`src/spdf_pkg.sv`:
```
`timescale 1ns / 1ps
// ----------------------------------------------------------------------------
// spdf_pkg
// Shared types and constants for the short packet deframer.
// ----------------------------------------------------------------------------
package spdf_pkg;

  localparam logic [7:0]  START_BYTE = 8'h02;
  localparam logic [7:0]  END_BYTE   = 8'h03;
  localparam logic [15:0] CRC_TOP    = 16'h8000;

  localparam logic [15:0] CRC_POLY_RST   = 16'h1021;
  localparam logic [15:0] CRC_INIT_RST   = 16'h0000;
  localparam logic [7:0]  HUNT_LIMIT_RST = 8'd100;

  typedef enum logic [2:0] {
    PH_HUNT    = 3'd0,
    PH_LEN     = 3'd1,
    PH_PAYLOAD = 3'd2,
    PH_CRC_HI  = 3'd3,
    PH_CRC_LO  = 3'd4,
    PH_END     = 3'd5
  } phase_t;

  typedef enum logic [2:0] {
    K_DATA      = 3'd0,
    K_GOOD      = 3'd1,
    K_BAD_CRC   = 3'd2,
    K_BAD_END   = 3'd3,
    K_SYNC_LOST = 3'd4
  } kind_t;

  typedef enum logic [1:0] {
    REG_CRC_POLY   = 2'd0,
    REG_CRC_INIT   = 2'd1,
    REG_HUNT_LIMIT = 2'd2
  } reg_idx_t;

endpackage

```
`src/spdf_crc8.sv`:
```
`timescale 1ns / 1ps
// ----------------------------------------------------------------------------
// spdf_crc8
// One-byte CRC-16 update, MSB first, with a programmable polynomial.
// ----------------------------------------------------------------------------
module spdf_crc8 (
  input  logic [15:0] crc_in,
  input  logic [7:0]  data,
  input  logic [15:0] poly,
  output logic [15:0] crc_out
);

  always_comb begin
    logic [15:0] c;
    c = crc_in ^ {data, 8'h00};
    for (int i = 0; i < 8; i++) begin
      if ((c & spdf_pkg::CRC_TOP) != 16'h0000) begin
        c = {c[14:0], 1'b0} ^ poly;
      end else begin
        c = {c[14:0], 1'b0};
      end
    end
    crc_out = c;
  end

endmodule

```
`src/short_packet_deframer_crc16.sv`:
```
`timescale 1ns / 1ps
// ----------------------------------------------------------------------------
// short_packet_deframer_crc16
// Hunts for framed packets in a byte stream, passes payload bytes on and
// reports one status per frame after checking the end byte and CRC-16, and sync loss while hunting.
// ----------------------------------------------------------------------------
// Output is registered: a result appears in the cycle after its byte is accepted.
// Throughput: one byte per cycle while a held result is not stalled; the
// byte-wide CRC update is combinational XOR logic feeding the frame state.
// Reset: synchronous, active low; phase returns to hunting, counters and CRC
// clear, and the registers take 0x1021 / 0x0000 / 100.
module short_packet_deframer_crc16 (
  input  logic        clk,
  input  logic        rst_n,
  input  logic        in_valid,
  output logic        in_stall,
  input  logic [7:0]  in_rx_byte,
  output logic        out_valid,
  input  logic        out_stall,
  output logic [2:0]  out_kind,
  output logic [7:0]  out_data_byte,
  output logic [7:0]  out_frame_length,
  input  logic        cfg_valid,
  output logic        cfg_ready,
  input  logic [1:0]  cfg_index,
  input  logic [15:0] cfg_data
);

  spdf_pkg::phase_t phase_r, phase_nxt;
  logic [7:0]  bytes_left_r, bytes_left_nxt;
  logic [7:0]  length_seen_r, length_seen_nxt;
  logic [15:0] crc_running_r, crc_running_nxt;
  logic [15:0] crc_taken_r, crc_taken_nxt;
  logic [7:0]  hunt_count_r, hunt_count_nxt;

  logic [15:0] crc_poly_r, crc_init_r;
  logic [7:0]  hunt_limit_r;

  logic        out_valid_r, out_valid_nxt;
  logic [2:0]  out_kind_r, out_kind_nxt;
  logic [7:0]  out_data_r, out_data_nxt;
  logic [7:0]  out_len_r, out_len_nxt;

  logic        in_xfer;
  logic        res_valid;
  spdf_pkg::kind_t res_kind;
  logic [7:0]  res_data;
  logic [7:0]  res_len;
  logic [15:0] crc_upd;

  assign cfg_ready = 1'b1;
  assign in_stall  = out_valid_r & out_stall;
  assign in_xfer   = in_valid & ~in_stall;

  spdf_crc8 u_crc (
    .crc_in  (crc_running_r),
    .data    (in_rx_byte),
    .poly    (crc_poly_r),
    .crc_out (crc_upd)
  );

  // Configuration registers
  always_ff @(posedge clk) begin
    if (!rst_n) begin
      crc_poly_r   <= spdf_pkg::CRC_POLY_RST;
      crc_init_r   <= spdf_pkg::CRC_INIT_RST;
      hunt_limit_r <= spdf_pkg::HUNT_LIMIT_RST;
    end else if (cfg_valid && cfg_ready) begin
      case (cfg_index)
        spdf_pkg::REG_CRC_POLY:   crc_poly_r   <= cfg_data;
        spdf_pkg::REG_CRC_INIT:   crc_init_r   <= cfg_data;
        spdf_pkg::REG_HUNT_LIMIT: hunt_limit_r <= cfg_data[7:0];
        default: ;
      endcase
    end
  end

  // Frame state
  always_ff @(posedge clk) begin
    if (!rst_n) begin
      phase_r       <= spdf_pkg::PH_HUNT;
      bytes_left_r  <= 8'd0;
      length_seen_r <= 8'd0;
      crc_running_r <= 16'd0;
      crc_taken_r   <= 16'd0;
      hunt_count_r  <= 8'd0;
    end else begin
      phase_r       <= phase_nxt;
      bytes_left_r  <= bytes_left_nxt;
      length_seen_r <= length_seen_nxt;
      crc_running_r <= crc_running_nxt;
      crc_taken_r   <= crc_taken_nxt;
      hunt_count_r  <= hunt_count_nxt;
    end
  end

  always_comb begin
    phase_nxt       = phase_r;
    bytes_left_nxt  = bytes_left_r;
    length_seen_nxt = length_seen_r;
    crc_running_nxt = crc_running_r;
    crc_taken_nxt   = crc_taken_r;
    hunt_count_nxt  = hunt_count_r;
    res_valid       = 1'b0;
    res_kind        = spdf_pkg::K_DATA;
    res_data        = 8'd0;
    res_len         = 8'd0;

    if (in_xfer) begin
      case (phase_r)
        spdf_pkg::PH_LEN: begin
          length_seen_nxt = in_rx_byte;
          bytes_left_nxt  = in_rx_byte;
          phase_nxt = (in_rx_byte == 8'd0) ? spdf_pkg::PH_CRC_HI : spdf_pkg::PH_PAYLOAD;
        end
        spdf_pkg::PH_PAYLOAD: begin
          crc_running_nxt = crc_upd;
          bytes_left_nxt  = bytes_left_r - 8'd1;
          if (bytes_left_r == 8'd1) begin
            phase_nxt = spdf_pkg::PH_CRC_HI;
          end
          res_valid = 1'b1;
          res_kind  = spdf_pkg::K_DATA;
          res_data  = in_rx_byte;
        end
        spdf_pkg::PH_CRC_HI: begin
          crc_taken_nxt = {in_rx_byte, 8'h00};
          phase_nxt     = spdf_pkg::PH_CRC_LO;
        end
        spdf_pkg::PH_CRC_LO: begin
          crc_taken_nxt = {crc_taken_r[15:8], in_rx_byte};
          phase_nxt     = spdf_pkg::PH_END;
        end
        spdf_pkg::PH_END: begin
          // End byte is checked before the CRC
          if (in_rx_byte != spdf_pkg::END_BYTE) begin
            res_kind = spdf_pkg::K_BAD_END;
          end else if (crc_taken_r != crc_running_r) begin
            res_kind = spdf_pkg::K_BAD_CRC;
          end else begin
            res_kind = spdf_pkg::K_GOOD;
          end
          res_valid      = 1'b1;
          res_len        = length_seen_r;
          phase_nxt      = spdf_pkg::PH_HUNT;
          hunt_count_nxt = 8'd0;
        end
        default: begin
          phase_nxt = spdf_pkg::PH_HUNT;
          if (hunt_count_r >= hunt_limit_r) begin
            // Limit hit: report sync lost, even on a start byte
            hunt_count_nxt = 8'd0;
            res_valid      = 1'b1;
            res_kind       = spdf_pkg::K_SYNC_LOST;
          end else if (in_rx_byte == spdf_pkg::START_BYTE) begin
            hunt_count_nxt  = 8'd0;
            crc_running_nxt = crc_init_r;
            phase_nxt       = spdf_pkg::PH_LEN;
          end else begin
            hunt_count_nxt = hunt_count_r + 8'd1;
          end
        end
      endcase
    end
  end

  // Result register: load on a transfer, drop once the consumer takes it
  always_comb begin
    out_valid_nxt = out_valid_r;
    out_kind_nxt  = out_kind_r;
    out_data_nxt  = out_data_r;
    out_len_nxt   = out_len_r;
    if (in_xfer) begin
      out_valid_nxt = res_valid;
      out_kind_nxt  = res_kind;
      out_data_nxt  = res_data;
      out_len_nxt   = res_len;
    end else if (!out_stall) begin
      out_valid_nxt = 1'b0;
    end
  end

  always_ff @(posedge clk) begin
    if (!rst_n) begin
      out_valid_r <= 1'b0;
    end else begin
      out_valid_r <= out_valid_nxt;
    end
  end

  always_ff @(posedge clk) begin
    out_kind_r <= out_kind_nxt;
    out_data_r <= out_data_nxt;
    out_len_r  <= out_len_nxt;
  end

  assign out_valid        = out_valid_r;
  assign out_kind         = out_kind_r;
  assign out_data_byte    = out_data_r;
  assign out_frame_length = out_len_r;

endmodule

```
`config.mk`:
```
export PLATFORM = sky130hd
export DESIGN_NAME = short_packet_deframer_crc16
export DESIGN_NICKNAME = d
export VERILOG_FILES = /design/src/spdf_pkg.sv /design/src/spdf_crc8.sv /design/src/short_packet_deframer_crc16.sv
export SDC_FILE = /design/constraint.sdc
export NUM_CORES = 1
export LEC_CHECK = 0
export BUFFER_PORTS_ARGS = -buffer_cell sky130_fd_sc_hd__clkbuf_2
export CAP_MARGIN = 20
export CORE_ASPECT_RATIO = 0.5
export CORE_MARGIN = 2
export CORE_UTILIZATION = 40
export DETAILED_ROUTE_END_ITERATION = 7
export GPL_ROUTABILITY_DRIVEN = 0
export GPL_TIMING_DRIVEN = 0
export PLACE_DENSITY = 0.63
export SKIP_CTS_REPAIR_TIMING = 1
export SYNTH_ARGS = -nofsm -noshare
export SYNTH_HDL_FRONTEND = slang
export SYNTH_SLANG_ARGS = --single-unit
```
`constraint.sdc`:
```
create_clock -name clk -period 6.9 [get_ports clk]
set_input_delay 1.38 -clock clk [delete_from_list [all_inputs] [get_ports clk]]
set_output_delay 1.38 -clock clk [all_outputs]
set_load 0.1 [all_outputs]
```
==> reports/qor.log <==
[run_status] status complete, no violations
[critical_path] Data arrival, critical path 5.97 ns
[cells_and_area] ANT cells 0
[pwr] clock network power share 45.2%
[grt] Total Routing Usage GR 23.1%
[sta] Max Transition Viols Final 0
[drt] Via Count 7,645
[grt] vias in the first global route 6,936
[floorplan] floorplan core area 19,500 µm²
[sta] final clock period utilization by the worst path 82.6%
[sta] Final TNS setup 0 ns
[drt] residual DRC count 0
[pwr] peak ir drop on the vdd network 0.000160 V
[min_path] hold crit path type reg -> reg
[synthesis] sequential share of the synthesized area 32.1%
[sta] post-layout min period 5.70 ns
[critical_path] crit path max fanout 10
[drt] detail-routed via count per cell 5.64
[synthesis] Post-Synthesis Cell Area 8010 µm²
[cells_and_area] layout cell share with drive strength beyond 1 9.00%
[floorplan] Die Ht 104 µm
[pwr] internal power summed over all cells 1.46 mW
[placed_design] half-perimeter wire length after detailed placement 17,700 µm
[pwr] Comb power frac 19.2%
[cts] Clock Root Buffer clkbuf_16
[floorplan] Die X 204 µm
[cells_and_area] Area growth, synth to finish 14.7%
[synthesis] syn avg cell area 7.92 µm²
[critical_path] worst endpoint required time 7.17 ns
[cts] clock transition at the register clock pins on the worst setup and hold paths after CTS 0.06 ns
[sta] Fmax 175 MHz
[drt] DRC violation total after the first TritonRoute iteration 902
[cts] clock buffers created by TritonCTS 17
[critical_path] Cell Chain, Critical Path buf_2, xor2_1, nor3_1, a2111oi_1, o21ai_1, xnor2_1, xor2_1, nor4_1, a2111o_1, o21ai_0, clkbuf_1, a31oi_1, mux2i_1, a31oi_1
[critical_path] crit-path leading delay family compound AO/OA/AOI/OAI gates
[synthesis] largest cells by area after synthesis dfxtp_1 (25%), xnor2_1 (10%), nand2_1 (9.8%)
[pwr] Psw 0.581 mW
[pwr] part of the total power dissipated in sequential elements 35.6%
[synthesis] Yosys top cell area share 25.0%
[synthesis] Post-Syn Nets 1,054
[drt] Routed WL 24,300 µm
[job] number of violations of the max-capacitance limit 0
[grt] Overflow after GRT 0
[pwr] power density of the placed cells 222 nW/µm²
[sta] unrepaired setup endpoints after global routing no
[critical_path] endpoint kind of the worst setup timing path register
[drt] first-pass iteration count of the detailed router 5
[synthesis] number of synthesized flops with an enable pin 19
[sta] relative max-transition margin 40.1%
[cts] clock tree from TritonCTS yes
[critical_path] Worst path max stage delay 0.73 ns
[sta] Hold Fails Final Rpt 0
[cts] Bufs on Longest Clock Path 2
[grt] wire length of the first global-routing pass 38,400 µm
[grt] initial antenna violation count 0
[cts] Skew-Pair Late Insertion Delay 0.41 ns
[sta] final worst setup slack 1.20 ns
[critical_path] category of the critical setup timing path in -> reg
[cts] Sink Count 119
[synthesis] cell taking the most area after synthesis dfxtp_1
[drt] remaining antenna violation count 0
[placed_design] worst setup timing slack at the placement stage 1.02 ns
[drt] average routed wire per standard cell 17.9 µm
[synthesis] Yosys Warn Count 0
[synthesis] count of mapped cells out of synthesis 1,012
[sta] number of setup violations in the final report 0
[cells_and_area] number of nets at the end of the flow 1,118
[floorplan] starting density of the core 41.0%
[critical_path] critical path's slowest cell xor2_1
[floorplan] I/O pin total 53
[floorplan] DIE AREA 21,200 µm²
[sta] slew at the pin closest to its max-slew limit 0.893 ns
[synthesis] Yosys cell types 78
[pwr] switching fraction of total power 28.5%
[synthesis] proportion of register bits with asynchronous set or reset after synthesis 0%
[critical_path] Worst setup SP type input pin
[pwr] static power due to leakage 3.34 nW
[sta] worst setup skew after layout 0.00771 ns
[grt] maximum number of pins on one net before global-route repair 27
[synthesis] number of synthesized register bits 119
[synthesis] dominant synthesized flop cell dfxtp_1
[critical_path] total buffers and inverters traversed by the critical path 2
[placed_design] IO Port Bufs 44
[floorplan] number of placement rows 36
[cts] H-tree lvl count 4
## synth_stat cells (all sizes together), types with 4 or more instances
library cell,count
inv,19
a21o,8
clkbuf,66
xnor2,97
xnor3,13
xor2,14
nand4,22
nor2,46
and2,23
edfxtp,19
o211ai,17
nand3b,5
and3,12
nor3,26
o211a,4
nand2,210
or3,8
ha,11
a21boi,45
dfxtp,100
a31oi,5
or4,5
buf,12
a21oi,52
mux2i,8
nand3,53
nor4,4
and4,5
a211oi,8
o21ai,30
clkinv,4
## power groups by stage
stage               combinational, mW  clock [mW]  sequential, mW
global placement                0.379           0           0.741
finish                          0.392       0.922           0.727
floorplan                       0.261           0           0.767
CTS                             0.386       0.931           0.727
detailed placement              0.384           0           0.741
global route                    0.420       0.966           0.728
## placed cells by master (no fill, tap or decap), types with 19 or more instances in the layout
master and count:
a21boi_0 38, a21oi_1 52, and2_1 22, clkbuf_1 67, clkbuf_2 44, dfxtp_1 100, edfxtp_1 19, inv_1 19
nand2_1 210, nand3_1 53, nand4_1 22, nor2_1 46, nor3_1 26, o21ai_0 28, xnor2_1 94
## kinds of logic (layout without fill, tap and decap cells)
family | after synthesis | after routing | share of synthesized area [%]
multiplexers | 8 | 8 | 1.00
other | 1 | 1 | 0.0468
XOR/XNOR | 124 | 124 | 16.3
adder cells (fa/ha/maj) | 11 | 11 | 1.72
AND/OR/NAND/NOR | 438 | 438 | 25.8
AO/OA/AOI/OAI | 210 | 210 | 17.9
flip-flops | 119 | 119 | 32.1
buffers and inverters | 101 | 178 | 5.11
## state kept, by name, summed over array words and instances, names as in the netlist, 3 cells and up
signal	cells
crc_taken_r	16
out_data_byte	8
crc_running_r	16
crc_poly_r	16
out_frame_length	8
hunt_limit_r	8
hunt_count_r	8
phase_r	3
crc_init_r	16
bytes_left_r	8
length_seen_r	8
out_kind	3
## through the flow
step                      utilization, %  hold slack [ns]  cell area, µm²  cells  total power [mW]
final                               47.0            0.450            9190   1355              2.04
after global placement              43.8            0.440            8560   1322              1.12
after CTS                           46.9            0.452            9180   1354              2.04
after floorplan                        -            0.432            8010   1012              1.03
after detailed placement            43.8            0.446            8560   1322              1.12
after global routing                47.0            0.473            9190   1355              2.11
## final cells by class
| class | count | area, µm² |
|---|---|---|
| timing repair buffer | 45 | 233 |
| buffer | 78 | 323 |
| multi-input combinational | 792 | 5030 |
| inverter | 23 | 86.3 |
| fill | 1938 | 10400 |
| sequential | 119 | 2570 |
| clock buffer | 18 | 429 |
| tap | 266 | 333 |
| clock inverter | 14 | 183 |
## per-layer routing
metal,track usage (%),routed length [µm],vias to the layer above
met5,0,0,-
met4,6.00,377,0
met3,5.04,2130,38
met2,34.7,10700,327
met1,33.2,11100,3624
li1,-,-,3656
## worst reg2reg max path: stages, from the launching register on
cell and delay (ns):
dfxtp_1 0.47, xor2_1 0.74, nor3_1 0.17, a2111oi_1 0.45, o21ai_1 0.15, xnor2_1 0.31
xor2_1 0.41, nor4_1 0.08, a2111o_1 0.47, o21ai_0 0.52, clkbuf_1 0.43, a31oi_1 0.14
mux2i_1 0.35, a31oi_1 0.13
## path summary, 6_finish.rpt
check	cells past startpoint	startpoint	to	slack [ns]
setup reg to reg	13	crc_running_r[14]	crc_running_r[2]	1.94
hold reg to reg	2	length_seen_r[3]	length_seen_r[3]	0.45
setup / recovery	14	in_rx_byte[6]	crc_running_r[2]	1.20
hold / removal	2	length_seen_r[3]	length_seen_r[3]	0.45
(Power assumes the default switching activity.)
